### src/rtl/segl_pkg.sv
// Shared types, command codes and segment tables for the segment LCD loader.
// Depends on nothing; every other file in this folder but segl_if refers to it by scoped names.
package segl_pkg;

    typedef enum logic [2:0] {
        CMD_FILL    = 3'd0,
        CMD_CLEAR   = 3'd1,
        CMD_HEX     = 3'd2,
        CMD_DECIMAL = 3'd3,
        CMD_ONES    = 3'd4,
        CMD_TENS    = 3'd5,
        CMD_REFRESH = 3'd6
    } t_cmd;

    // Snapshot of the segment image that a refresh shifts out.
    typedef struct packed {
        logic [4:0] high5;
        logic [7:0] mid;
        logic [7:0] low;
    } t_frame;

    // Fill state of the frame queue, seen by both sides.
    typedef struct packed {
        logic full;
        logic empty;
    } t_q_stat;

    localparam logic [7:0] CLR_MASK_LOW   = 8'h8f;
    localparam logic [7:0] CLR_MASK_MID   = 8'h20;
    localparam logic [4:0] HIGH_FORCE     = 5'h10;
    localparam logic [7:0] DIV10_RECIP    = 8'd205;  // value * 205 >> 11 == value / 10
    localparam int         DIV10_SHIFT    = 11;
    localparam logic [4:0] FRAME_LAST     = 5'd22;

    // Ones digit patterns as {byte0, byte1, byte2}.
    function automatic logic [23:0] ones_seg(input logic [3:0] digit);
        logic [23:0] r;
        case (digit)
            4'd0:    r = 24'h005c03;
            4'd1:    r = 24'h004001;
            4'd2:    r = 24'h009803;
            4'd3:    r = 24'h00d003;
            4'd4:    r = 24'h00c401;
            4'd5:    r = 24'h00d402;
            4'd6:    r = 24'h00dc02;
            4'd7:    r = 24'h004003;
            4'd8:    r = 24'h00dc03;
            4'd9:    r = 24'h00d403;
            4'd10:   r = 24'h00cc03;
            4'd11:   r = 24'h00dc00;
            4'd12:   r = 24'h001c02;
            4'd13:   r = 24'h00d801;
            4'd14:   r = 24'h009c02;
            default: r = 24'h008c02;
        endcase
        return r;
    endfunction

    // Tens digit patterns as {byte0, byte1, byte2}.
    function automatic logic [23:0] tens_seg(input logic [3:0] digit);
        logic [23:0] r;
        case (digit)
            4'd0:    r = 24'h700304;
            4'd1:    r = 24'h400004;
            4'd2:    r = 24'h10030c;
            4'd3:    r = 24'h50010c;
            4'd4:    r = 24'h60000c;
            4'd5:    r = 24'h700108;
            4'd6:    r = 24'h700308;
            4'd7:    r = 24'h500004;
            4'd8:    r = 24'h70030c;
            4'd9:    r = 24'h70010c;
            4'd10:   r = 24'h70020c;
            4'd11:   r = 24'h600308;
            4'd12:   r = 24'h300300;
            4'd13:   r = 24'h40030c;
            4'd14:   r = 24'h300308;
            default: r = 24'h300208;
        endcase
        return r;
    endfunction

endpackage

### src/rtl/segl_if.sv
// Valid/ready channel interfaces for the command input and the serial output.
// Depends on nothing; used by the front end, the serializer and the top level.
interface segl_cmd_if;
    logic       valid;
    logic       ready;
    logic [2:0] cmd;
    logic [7:0] value;
    modport source (output valid, output cmd, output value, input ready);
    modport sink   (input valid, input cmd, input value, output ready);
endinterface

interface segl_seg_if;
    logic valid;
    logic ready;
    logic serial_data;
    logic chip_enable;
    logic load_pulse;
    logic frame_end;
    modport source (output valid, output serial_data, output chip_enable,
                    output load_pulse, output frame_end, input ready);
    modport sink   (input valid, input serial_data, input chip_enable,
                    input load_pulse, input frame_end, output ready);
endinterface

### src/rtl/segl_front.sv
// Command front end: holds the segment image, executes buffer commands and
// pushes refresh snapshots into the frame queue. Depends on segl_pkg, segl_if.
module segl_front (
    input  logic              i_clk,
    input  logic              i_rst_n,
    segl_cmd_if.sink          i_cmd,
    input  segl_pkg::t_q_stat i_q_stat,
    output logic              o_push,
    output segl_pkg::t_frame  o_frame
);

    logic [7:0]  r_low, r_mid, r_high;
    logic [7:0]  n_low, n_mid, n_high;
    logic        accept;
    logic        is_refresh;
    logic [15:0] prod;
    logic [4:0]  quot;
    logic [7:0]  quot_x10;
    logic [7:0]  rem;
    logic [23:0] add_bits;

    assign is_refresh  = (i_cmd.cmd == segl_pkg::CMD_REFRESH);
    assign i_cmd.ready = !is_refresh || !i_q_stat.full;
    assign accept      = i_cmd.valid && i_cmd.ready;

    // Division by ten through a reciprocal; exact for every 8-bit value.
    assign prod     = i_cmd.value * segl_pkg::DIV10_RECIP;
    assign quot     = prod[15:segl_pkg::DIV10_SHIFT];
    assign quot_x10 = {quot[4:0], 3'b000} + {2'b00, quot[4:0], 1'b0};
    assign rem      = i_cmd.value - quot_x10;

    always_comb begin
        add_bits = 24'h000000;
        case (i_cmd.cmd)
            segl_pkg::CMD_HEX: begin
                add_bits = segl_pkg::ones_seg(i_cmd.value[3:0])
                         | segl_pkg::tens_seg(i_cmd.value[7:4]);
            end
            segl_pkg::CMD_DECIMAL: begin
                // Values of 160 or more have no tens pattern.
                add_bits = segl_pkg::ones_seg(rem[3:0]);
                if (!quot[4]) begin
                    add_bits = add_bits | segl_pkg::tens_seg(quot[3:0]);
                end
            end
            segl_pkg::CMD_ONES: begin
                if (i_cmd.value[7:4] == 4'd0) begin
                    add_bits = segl_pkg::ones_seg(i_cmd.value[3:0]);
                end
            end
            segl_pkg::CMD_TENS: begin
                if (i_cmd.value[7:4] == 4'd0) begin
                    add_bits = segl_pkg::tens_seg(i_cmd.value[3:0]);
                end
            end
            default: begin
                add_bits = 24'h000000;
            end
        endcase
    end

    always_comb begin
        n_low  = r_low;
        n_mid  = r_mid;
        n_high = r_high;
        if (accept) begin
            unique case (i_cmd.cmd) inside
                segl_pkg::CMD_FILL: begin
                    n_low  = i_cmd.value;
                    n_mid  = i_cmd.value;
                    n_high = i_cmd.value;
                end
                segl_pkg::CMD_CLEAR: begin
                    n_low  = r_low & segl_pkg::CLR_MASK_LOW;
                    n_mid  = r_mid & segl_pkg::CLR_MASK_MID;
                    n_high = 8'h00;
                end
                segl_pkg::CMD_HEX, segl_pkg::CMD_DECIMAL,
                segl_pkg::CMD_ONES, segl_pkg::CMD_TENS: begin
                    n_low  = r_low  | add_bits[23:16];
                    n_mid  = r_mid  | add_bits[15:8];
                    n_high = r_high | add_bits[7:0];
                end
                default: begin
                    n_low  = r_low;
                    n_mid  = r_mid;
                    n_high = r_high;
                end
            endcase
        end
    end

    always_ff @(posedge i_clk) begin
        if (!i_rst_n) begin
            r_low  <= 8'h00;
            r_mid  <= 8'h00;
            r_high <= 8'h00;
        end else begin
            r_low  <= n_low;
            r_mid  <= n_mid;
            r_high <= n_high;
        end
    end

    assign o_push        = accept && is_refresh;
    assign o_frame.low   = r_low;
    assign o_frame.mid   = r_mid;
    assign o_frame.high5 = r_high[4:0] | segl_pkg::HIGH_FORCE;

endmodule

### src/rtl/segl_fifo.sv
// Small queue of refresh snapshots between the front end and the serializer.
// Depends on segl_pkg for the frame and status types.
module segl_fifo #(
    parameter int DEPTH = 2
) (
    input  logic              i_clk,
    input  logic              i_rst_n,
    input  logic              i_push,
    input  segl_pkg::t_frame  i_frame,
    input  logic              i_pop,
    output segl_pkg::t_frame  o_frame,
    output segl_pkg::t_q_stat o_stat
);

    localparam int PW = (DEPTH > 1) ? $clog2(DEPTH) : 1;
    localparam int CW = $clog2(DEPTH + 1);
    localparam logic [PW-1:0] LAST_PTR = PW'(DEPTH - 1);
    localparam logic [CW-1:0] FULL_CNT = CW'(DEPTH);

    segl_pkg::t_frame r_mem [DEPTH];
    logic [PW-1:0] r_wr_ptr, r_rd_ptr;
    logic [CW-1:0] r_count;
    logic          do_push, do_pop;

    assign o_stat.full  = (r_count == FULL_CNT);
    assign o_stat.empty = (r_count == '0);
    assign do_push      = i_push && !o_stat.full;
    assign do_pop       = i_pop && !o_stat.empty;
    assign o_frame      = r_mem[r_rd_ptr];

    always_ff @(posedge i_clk) begin
        if (do_push) begin
            r_mem[r_wr_ptr] <= i_frame;
        end
    end

    always_ff @(posedge i_clk) begin
        if (!i_rst_n) begin
            r_wr_ptr <= '0;
            r_rd_ptr <= '0;
            r_count  <= '0;
        end else begin
            if (do_push) begin
                r_wr_ptr <= (r_wr_ptr == LAST_PTR) ? '0 : r_wr_ptr + 1'b1;
            end
            if (do_pop) begin
                r_rd_ptr <= (r_rd_ptr == LAST_PTR) ? '0 : r_rd_ptr + 1'b1;
            end
            case ({do_push, do_pop})
                2'b10:   r_count <= r_count + 1'b1;
                2'b01:   r_count <= r_count - 1'b1;
                default: r_count <= r_count;
            endcase
        end
    end

endmodule

### src/rtl/segl_ser.sv
// Serializer: takes one snapshot at a time and emits the 23 items of a frame
// through a registered output stage. Depends on segl_pkg and segl_if.
module segl_ser (
    input  logic              i_clk,
    input  logic              i_rst_n,
    input  segl_pkg::t_frame  i_frame,
    input  segl_pkg::t_q_stat i_q_stat,
    output logic              o_pop,
    segl_seg_if.source        o_seg
);

    logic        r_busy;
    logic [4:0]  r_cnt;
    logic [21:0] r_shift;
    logic        r_valid;
    logic        r_data, r_ce, r_load, r_end;
    logic        advance;
    logic        is_last;

    assign advance = !r_valid || o_seg.ready;
    assign is_last = (r_cnt == segl_pkg::FRAME_LAST);
    assign o_pop   = !r_busy && !i_q_stat.empty;

    always_ff @(posedge i_clk) begin
        if (!i_rst_n) begin
            r_busy  <= 1'b0;
            r_cnt   <= 5'd0;
            r_valid <= 1'b0;
        end else begin
            if (!r_busy) begin
                if (!i_q_stat.empty) begin
                    r_busy <= 1'b1;
                    r_cnt  <= 5'd0;
                end
            end else if (advance) begin
                r_cnt <= r_cnt + 5'd1;
                if (is_last) begin
                    r_busy <= 1'b0;
                end
            end
            if (advance) begin
                r_valid <= r_busy;
            end
        end
    end

    // Payload path: the leading zero bit sits at the bottom of the shift word.
    always_ff @(posedge i_clk) begin
        if (!r_busy) begin
            r_shift <= {i_frame.high5, i_frame.mid, i_frame.low, 1'b0};
        end else if (advance) begin
            r_shift <= {1'b0, r_shift[21:1]};
        end
        if (advance) begin
            r_data <= is_last ? 1'b0 : r_shift[0];
            r_ce   <= !is_last;
            r_load <= is_last;
            r_end  <= is_last;
        end
    end

    assign o_seg.valid       = r_valid;
    assign o_seg.serial_data = r_data;
    assign o_seg.chip_enable = r_ce;
    assign o_seg.load_pulse  = r_load;
    assign o_seg.frame_end   = r_end;

endmodule

### src/rtl/segment_lcd_buffer_and_serial_loader_core.sv
// Top level of the segment LCD buffer and serial loader.
// Depends on segl_pkg, segl_if, segl_front, segl_fifo and segl_ser.
//
// Usage: commands arrive on i_cmd (valid/ready, fields cmd and value). Fill,
// clear and the print commands update the three-byte segment image in the
// cycle they are accepted and produce no output items; one can be accepted
// every cycle regardless of what the serial side is doing.
// A refresh takes a snapshot of the image into a queue of QUEUE_DEPTH frames.
// The serializer drains that queue and emits 23 items per frame on o_seg:
// a leading zero bit, byte0 and byte1 LSB first, five bits of byte2 with bit 4
// forced high, all with chip_enable high, and finally a load item with
// chip_enable low, load_pulse high and frame_end high.
// When the serializer was idle, the first item of an accepted refresh passes
// through the snapshot queue, the serializer's shift register and the output
// register. Back-to-back frames leave a gap on the output while the serializer
// fetches the next snapshot; it takes none until a frame is out, and it is the limit.
// When the receiver holds ready low, the output register and the serializer
// hold their place; buffer commands keep flowing, and refresh commands are
// held off only once the snapshot queue is full.
// Reset (synchronous, active low) clears the image to zero, empties the queue
// and drops o_seg.valid.
module segment_lcd_buffer_and_serial_loader_core #(
    parameter int QUEUE_DEPTH = 2
) (
    input  logic        i_clk,
    input  logic        i_rst_n,
    segl_cmd_if.sink    i_cmd,
    segl_seg_if.source  o_seg
);

    logic              push;
    logic              pop;
    segl_pkg::t_frame  front_frame;
    segl_pkg::t_frame  queue_frame;
    segl_pkg::t_q_stat q_stat;

    // Front end: executes buffer commands and snapshots the image on refresh.
    segl_front u_front (
        .i_clk    (i_clk),
        .i_rst_n  (i_rst_n),
        .i_cmd    (i_cmd),
        .i_q_stat (q_stat),
        .o_push   (push),
        .o_frame  (front_frame)
    );

    // Snapshot queue decoupling the command side from the serial side.
    segl_fifo #(
        .DEPTH (QUEUE_DEPTH)
    ) u_fifo (
        .i_clk   (i_clk),
        .i_rst_n (i_rst_n),
        .i_push  (push),
        .i_frame (front_frame),
        .i_pop   (pop),
        .o_frame (queue_frame),
        .o_stat  (q_stat)
    );

    // Serializer with its registered output stage.
    segl_ser u_ser (
        .i_clk    (i_clk),
        .i_rst_n  (i_rst_n),
        .i_frame  (queue_frame),
        .i_q_stat (q_stat),
        .o_pop    (pop),
        .o_seg    (o_seg)
    );

endmodule

### src/flat_wrapper.sv
// flat-port wrapper written by rule: the top's interface ports become plain ports
module segment_lcd_buffer_and_serial_loader_core_flat 
#(
    parameter int QUEUE_DEPTH = 2
)
  (i_clk, i_rst_n, i_cmd_valid, i_cmd_cmd, i_cmd_value, i_cmd_ready, o_seg_valid, o_seg_serial_data, o_seg_chip_enable, o_seg_load_pulse, o_seg_frame_end, o_seg_ready);
  segl_cmd_if i_cmd_i ();
  segl_seg_if o_seg_i ();
  input  logic i_clk;
  input  logic i_rst_n;
  input wire logic [$bits(i_cmd_i.valid)-1:0] i_cmd_valid;
  input wire logic [$bits(i_cmd_i.cmd)-1:0] i_cmd_cmd;
  input wire logic [$bits(i_cmd_i.value)-1:0] i_cmd_value;
  output wire logic [$bits(i_cmd_i.ready)-1:0] i_cmd_ready;
  output wire logic [$bits(o_seg_i.valid)-1:0] o_seg_valid;
  output wire logic [$bits(o_seg_i.serial_data)-1:0] o_seg_serial_data;
  output wire logic [$bits(o_seg_i.chip_enable)-1:0] o_seg_chip_enable;
  output wire logic [$bits(o_seg_i.load_pulse)-1:0] o_seg_load_pulse;
  output wire logic [$bits(o_seg_i.frame_end)-1:0] o_seg_frame_end;
  input wire logic [$bits(o_seg_i.ready)-1:0] o_seg_ready;
  assign i_cmd_i.valid = i_cmd_valid;
  assign i_cmd_i.cmd = i_cmd_cmd;
  assign i_cmd_i.value = i_cmd_value;
  assign i_cmd_ready = i_cmd_i.ready;
  assign o_seg_valid = o_seg_i.valid;
  assign o_seg_serial_data = o_seg_i.serial_data;
  assign o_seg_chip_enable = o_seg_i.chip_enable;
  assign o_seg_load_pulse = o_seg_i.load_pulse;
  assign o_seg_frame_end = o_seg_i.frame_end;
  assign o_seg_i.ready = o_seg_ready;
  segment_lcd_buffer_and_serial_loader_core #(.QUEUE_DEPTH(QUEUE_DEPTH)) u_core (.i_clk(i_clk), .i_rst_n(i_rst_n), .i_cmd(i_cmd_i), .o_seg(o_seg_i));
endmodule
### config.mk
export PLATFORM = sky130hd
export DESIGN_NAME = segment_lcd_buffer_and_serial_loader_core_flat
export DESIGN_NICKNAME = d
export VERILOG_FILES = /design/src/rtl/segl_pkg.sv /design/src/rtl/segl_if.sv /design/src/rtl/segl_front.sv /design/src/rtl/segl_fifo.sv /design/src/rtl/segl_ser.sv /design/src/rtl/segment_lcd_buffer_and_serial_loader_core.sv /design/src/flat_wrapper.sv
export SDC_FILE = /design/constraint.sdc
export NUM_CORES = 1
export LEC_CHECK = 0
export BUFFER_PORTS_ARGS = -buffer_cell sky130_fd_sc_hd__clkbuf_2
export CORE_AREA = 2 2 116 118
export DETAILED_ROUTE_END_ITERATION = 16
export DIE_AREA = 0 0 118 120
export PLACE_DENSITY_LB_ADDON = 0.25
export SETUP_SLACK_MARGIN = 0.05
export SLEW_MARGIN = 25
export SYNTH_ARGS = -nofsm -noshare
export SYNTH_HDL_FRONTEND = slang
export SYNTH_SLANG_ARGS = --single-unit
### constraint.sdc
create_clock -name i_clk -period 7.75 [get_ports i_clk]
set_clock_uncertainty 0.1 [all_clocks]
set_input_delay 0.3875 -clock i_clk [delete_from_list [all_inputs] [get_ports i_clk]]
set_output_delay 0.3875 -clock i_clk [all_outputs]
set_load 0.1 [all_outputs]
* Word-level counts from Yosys, hierarchy flattened
Memory sizes are Yosys's and may differ from the RTL's. A register that Yosys moved wholly into a read port is not among the register bits.
Cells that the tools add are included.
** Storage, ports and cells
- Register bits :: 60
- Bits in writable memories :: 40
- ROM bits :: 672
- Input bits :: 15
- Output and inout bits :: 6
- Word-level logic and storage cells :: 100
- Memories :: 7
** Memories
- (no name shown) :: depth 16, bits a word 7, rd ports 1, clocked after memory_dff 0, write ports 0, RTL line segl_pkg.sv:38 : case (digit)
- (no name shown) :: depth 16, bits a word 7, rd ports 1, clocked after memory_dff 0, write ports 0, RTL line segl_pkg.sv:62 : case (digit)
- (no name shown) :: depth 16, bits a word 7, rd ports 1, clocked after memory_dff 0, write ports 0, RTL line segl_pkg.sv:38
- (no name shown) :: depth 16, bits a word 7, rd ports 1, clocked after memory_dff 0, write ports 0, RTL line segl_pkg.sv:62
- (no name shown) :: depth 16, bits a word 7, rd ports 1, clocked after memory_dff 0, write ports 0, RTL line segl_pkg.sv:38
- (no name shown) :: depth 16, bits a word 7, rd ports 1, clocked after memory_dff 0, write ports 0, RTL line segl_pkg.sv:62
- 1 more memories
** Cells by class
- Add/subtract/negate cells :: 7
- Multipliers :: 1
- Eq/ne operators :: 12
- Multiplexer cells :: 28
- Bitwise gates (word level) :: 6
- Reductions and logical operators :: 23
** Operator list (number)
- 24-bit 2-to-1 mux :: 8
- 24-bit case mux with 4 select lines :: 1
- 8-bit case mux with 3 select lines :: 3
- 24-bit OR :: 2
- 22-bit 2-to-1 mux :: 2
- 8-bit OR :: 3
- 8-bit by 8-bit multiplier with 16-bit output, second input constant :: 1
- 5-bit 2-to-1 mux :: 3
- 1-bit 2-to-1 mux :: 10
- 3-bit == test, second input constant :: 3
- 3-bit by 2-bit == test with 1-bit output, second input constant :: 2
- 1-bit zero test :: 6
- 5-bit by 1-bit adder with 5-bit output, second input constant :: 1
- 5-bit == test, second input constant :: 1
- 1-bit logical AND :: 5
- 4-bit adder :: 1
- 2-bit == test, second input constant :: 2
- 4-bit zero test :: 1
- 2-bit case mux with 2 select lines :: 1
- 2-bit AND reduction :: 2
- 2-bit nonzero test :: 2
- 4-bit OR reduction :: 1
- 4-bit subtractor :: 1
- 3-bit by 1-bit == test with 1-bit output, second input constant :: 1
- other kinds (12) :: 14

* Depth between registers and ports, before layout
An unclocked memory read counts as a cell.
- Word-level depth :: 10
- Gate-level depth with buffers :: 24
- Mapped depth without buffers :: 23

* By module
A second synthesis with hierarchy kept.
** Second synthesis, totals
- Cells, all modules :: 638
- Area, all modules :: 6487.5 sq um
** Modules (own cells, without submodules)
- segl_front :: instances 1, cells each 401, area an instance 3254.4 sq um, sequential area each 400.4 sq um
- segl_fifo :: instances 1, cells each 91, area an instance 1744.2 sq um, sequential area each 1361.3 sq um
- segl_ser :: instances 1, cells each 146, area an instance 1488.9 sq um, sequential area each 880.8 sq um

* Least setup slack after synthesis
Ideal clock, no wire load.
- Path type :: input port to flip-flop
- From :: input port i_cmd_value[1]
- To :: register u_core.u_front.r_mid[7]
- Setup time :: 79 ps
- Arrival time :: 6074 ps
- Data required time :: 7571 ps
- Slack :: 1496 ps
- Stages :: 23
- Path buffers :: 1
- Path through :: ha_1 > fa_1 > fa_1 > inv_1 > fa_1 > inv_1 > ha_1 > a21o_1 > a221oi_2 > a21boi_0 > o21a_1 > nor2_1 > xnor2_1 > ha_1 > or3b_1 > nand2_1 > a21oi_1 > or3_4 > a211o_1 > buf_6 > and2_4 > a221o_1 > a211oi_2
** Between the ends
- Longest elaborated chain between the ends :: 10
- Elaborated cells on any way between the ends :: 15
- Those cells by class :: 2 x add/sub; 1 x mul; 6 x mux; 3 x bitwise; 3 x memory
** Ends and longest elaborated chain
- start: declaration :: RTL line flat_wrapper.sv:13 : input wire logic [$bits(i_cmd_i.value)-1:0] i_cmd_value;
- 8-bit by 8-bit multiplier with 16-bit output :: RTL line segl_front.sv:27 : assign prod = i_cmd.value * segl_pkg::DIV10_RECIP;
- 4-bit adder :: RTL line segl_front.sv:29 : assign quot_x10 = {quot[4:0], 3'b000} + {2'b00, quot[4:0], 1'b0};
- 4-bit subtractor :: RTL line segl_front.sv:30 : assign rem = i_cmd.value - quot_x10;
- memory 16 x 7 bit
- 24-bit 2-to-1 mux :: RTL line segl_front.sv:34 : case (i_cmd.cmd)
- 24-bit OR :: RTL line segl_front.sv:43 : add_bits = add_bits | segl_pkg::tens_seg(quot[3:0]);
- 24-bit 2-to-1 mux :: RTL line segl_front.sv:42 : if (!quot[4]) begin
- 24-bit case mux with 4 select lines * :: RTL line segl_front.sv:34
- 8-bit OR * :: RTL line segl_front.sv:81 : n_mid = r_mid | add_bits[15:8];
- 8-bit case mux with 3 select lines * :: RTL line segl_front.sv:67 : unique case (i_cmd.cmd) inside
- end signal: assignment :: RTL line segl_front.sv:100 : r_mid <= n_mid;
- end: declaration :: RTL line segl_front.sv:12 : logic [7:0] r_low, r_mid, r_high;
Mark *: on every way between the ends. The rest lies on a longest branch, timed or not. The select of a mux whose other input is x is not followed.
A chain may end at the register's enable or synchronous reset.

* Worst setup path in the final report
- From :: input port i_cmd_value[2]
- To :: register u_core.u_front.r_mid[7]
Same word-level chain as after synthesis.

==> impl_metrics.toml <==
[sta]
worstMarginPinSlew_ns = 0.937
tns_ns = 0
rsz0062_at_grt = "no"
post-route-min-period_ns = 6.69
slew_viol_final = 0
timing.slew.headroom_pct = 37.6
min_period_over_period_pct = 86.3
setup_viol = 0
timing.final.hold_violations = 0
fmax_mhz = 149

[setup_path]
slowest_stage = "fa_1"
cp_top_family = "adder cells"
worstSetupPathType = "in2reg"
cp.arrival_ns = 6.86
critPathBufInv = 3
startpoint_type = "input pin"
end_kind = "register"
cp.required_ns = 7.91
slowest_delay_ns = 0.55
r2r_slack_ns = 5.79
reg2regPathDepth = 7
r2r-end = "u_core.u_ser.r_cnt[2]$_SDFFE_PN0P_"
r2r-start = "u_core.u_ser.r_busy$_SDFF_PN0_"
crit_chain = "clkbuf_2 > ha_1 > fa_1 > fa_1 > inv_1 > fa_1 > inv_1 > ha_1 > nand3_1 > or3_1 > a21boi_0 > o21a_1 > nor2_1 > xnor2_1 > ha_1 > or3b_1 > nand2_1 > a21oi_1 > or3_4 > a211o_1 > and2_4 > a221o_1 > a211oi_2"
worst-path-max-fanout = 17

[floorplanning]
core_area_um2 = 13000
io_pins = 21
die_w_um = 118
std_cell_rows = 42
die_h_um = 120
die_area_um2 = 14200
initial_core_util_pct = 48.7

[layout]
n_fill_cell = 1156
area_delta_synth_final_pct = 9.73
layout-drive-gt1-share_pct = 8.19
final_util_pct = 53.4
final_nets = 725
seq_area_um2 = 2580
multi_input_area_um2 = 3490
antennaDiodeCount = 0

[synthesis]
yosysMostFrequentCell = "ha_1"
syn_avg_cell_area_um2 = 10.2
ys.flop_type = "edfxtp_1"
syn-cell-area_um2 = 6320
synthArstFlopShare_pct = 0
synth-edff-count = 64
synth_top_cell_by_area = "edfxtp_1"
syn-num-nets = 716
synth_compound_area_share_pct = 17.1
synth_top_family_by_area = "adder cells"
synth_fa_ha_area_share_pct = 17.2
ys_types = 63
yosysWarningCount = 0
synthTopCellsByArea = "edfxtp_1 (30%), ha_1 (14%), dfxtp_1 (10%), mux2i_1 (5.1%), a21oi_1 (4.0%)"
synth-xor-area-share_pct = 1.53
synth_top_area_share_pct = 30.4
ys_seq_elements = 97
synth_cells = 621
ys_seq_area_share_pct = 40.9
synthMuxAreaShare_pct = 5.61
ys_top_cells_by_count = "ha_1 (69), edfxtp_1 (64), a21oi_1 (50)"
synth-simple-area-share_pct = 13.7

[global_routing]
grt_use_total_pct = 20.5
grt_pass1_vias = 4599
grt_overflow = 0
grt_use_met2_pct = 35.4
grt.busiest_layer = "met2"
grt_pass1_wl_mm = 22.9
antenna_found_initial = 0
use_met3_pct = 2.95
grt_max_degree = 43
grt_use_met1_pct = 26.0

[route]
remaining_drc_errors = 0
vias_per_cell = 5.80
wire_per_inst_um = 17.1
firstDrtPassIters = 4
via_count = 4705
routed_wl_mm = 13.9
drtIter0Drc = 369
ant_nets = 0

[worst_hold_path]
worstHoldStart = "o_seg_ready"
hold_path.class = "in2reg"
min_to = "u_core.u_ser.r_shift[0]$_SDFFE_PN0N_"
min_path_cells = 4

[clock_network]
numCtsBuffers = 9
cts-root-buf = "clkbuf_16"
cts_max_path_buffers = 2
cts_hold_buf = 0
cts_tree = "built"
clk_pin_slew_ns = 0.06
cts_resized = 0
htreeDepth = 3
post-cts-setup-buffer-count = 0
clock-sinks = 97
clock_latency_ns = 0.34

[flow_run]
maxCapViolations = 0

[status]
run_status = "finished clean"

[pwr]
peakVddDrop_mv = 0.217
power_density_nw_per_um2 = 332
power_leakage_nw = 2.76

[placed_design]
dpl.hpwl_mm = 10.6
globalplace.congestion = 0.875
portBuffers = 20
==> routing by layer <==
metal / up-vias / wire length, um
met5: - / 0
met4: 0 / 330
met3: 20 / 478
met2: 117 / 6830
met1: 2245 / 6270
li1: 2323 / -
==> how the worst max path moves through the flow <==
stage / from / cells after the start / to
after floorplan: i_cmd_value[1] / 23 / u_core.u_front.r_mid[7]$_SDFFE_PN0P_
after global placement: i_cmd_value[2] / 23 / u_core.u_front.r_mid[7]$_SDFFE_PN0P_
after detailed placement: i_cmd_value[2] / 23 / u_core.u_front.r_mid[7]$_SDFFE_PN0P_
after CTS: i_cmd_value[2] / 23 / u_core.u_front.r_mid[7]$_SDFFE_PN0P_
after global routing: i_cmd_value[2] / 23 / u_core.u_front.r_mid[7]$_SDFFE_PN0P_
final: i_cmd_value[2] / 23 / u_core.u_front.r_mid[7]$_SDFFE_PN0P_
==> layout by cell type (no fill, tap or decap), types with 5 or more instances in the layout <==
| master | netlist | routed |
|---|---|---|
| ha_1 | 69 | 69 |
| edfxtp_1 | 64 | 64 |
| a21oi_1 | 50 | 50 |
| o21ai_0 | 42 | 42 |
| inv_1 | 38 | 38 |
| nand2_1 | 37 | 37 |
| nor2_1 | 36 | 36 |
| nand3_1 | 32 | 32 |
| mux2i_1 | 32 | 32 |
| dfxtp_1 | 33 | 32 |
| clkbuf_2 | 0 | 20 |
| nor2b_1 | 14 | 14 |
| clkbuf_16 | 0 | 12 |
| and2_1 | 11 | 11 |
| fa_1 | 11 | 11 |
| a211oi_1 | 9 | 9 |
| a21o_1 | 7 | 7 |
| o21a_1 | 7 | 7 |
| xnor2_1 | 7 | 7 |
| nand2b_1 | 7 | 7 |
| nor3_1 | 8 | 7 |
| or3_1 | 5 | 5 |
| a2111oi_0 | 5 | 5 |
==> flip-flops by register name, summed over array words and instances, names as in the netlist, named ones only <==
signal	cells
u_core.u_ser.r_shift	22
u_core.u_front.r_mid	8
u_core.u_ser.r_cnt	5
u_core.u_fifo.r_rd_ptr	1
u_core.u_front.r_high	4
u_core.u_ser.o_seg.chip_enable	1
u_core.u_fifo.r_count	2
u_core.u_ser.o_seg.valid	1
u_core.u_front.r_low	8
u_core.u_ser.o_seg.frame_end	1
u_core.u_ser.o_seg.serial_data	1
u_core.u_fifo.r_wr_ptr	1
u_core.u_fifo.r_mem	40
u_core.u_ser.r_busy	1
==> cell type report <==
cell class / count / share of cell area [%]
clock buffer: 14 / 4.59
tap: 176 / 3.18
inverter: 39 / 2.11
multi-input combinational: 461 / 50.3
sequential: 97 / 37.3
clock inverter: 2 / 0.867
timing repair buffer: 22 / 1.66
==> logic make-up (layout without fill, tap and decap cells) <==
family | Yosys count | count (layout)
flops | 97 | 97
simple gates | 169 | 169
fa+ha+maj | 80 | 80
compound gates | 167 | 167
mux | 34 | 34
buf+inv | 63 | 77
xor+xnor | 11 | 11
==> stage by stage <==
| step | cells | setup slack (ns) | power (mW) | hold slack [ns] | instance area (um^2) |
|---|---|---|---|---|---|
| finish | 811 | 1.06 | 2.30 | 0.290 | 6930 |
| global route | 811 | 0.675 | 2.47 | 0.310 | 6930 |
| CTS | 811 | 1.09 | 2.31 | 0.272 | 6930 |
| detailed placement | 795 | 0.745 | 1.78 | 0.347 | 6550 |
| global placement | 795 | 0.846 | 1.76 | 0.347 | 6550 |
| floorplan | 621 | 1.50 | 1.56 | 0.322 | 6320 |
==> where the power goes <==
group | total [mW] | internal (mW) | leakage (nW) | switching (mW)
clock | 0.527 | 0.350 | 0.185 | 0.177
combinational | 1.05 | 0.393 | 1.68 | 0.657
sequential | 0.724 | 0.663 | 0.895 | 0.0609
total | 2.30 | 1.41 | 2.76 | 0.895
==> worst register-to-register path, delay by kind of cell (launching register included) <==
family,cells,cell delay [ns]
flip-flops,1,0.38
AO/OA/AOI/OAI,2,0.28
AND/OR/NAND/NOR,3,0.57
buffers and inverters,2,0.52
Note: power is estimated with default switching activity, not from simulation.
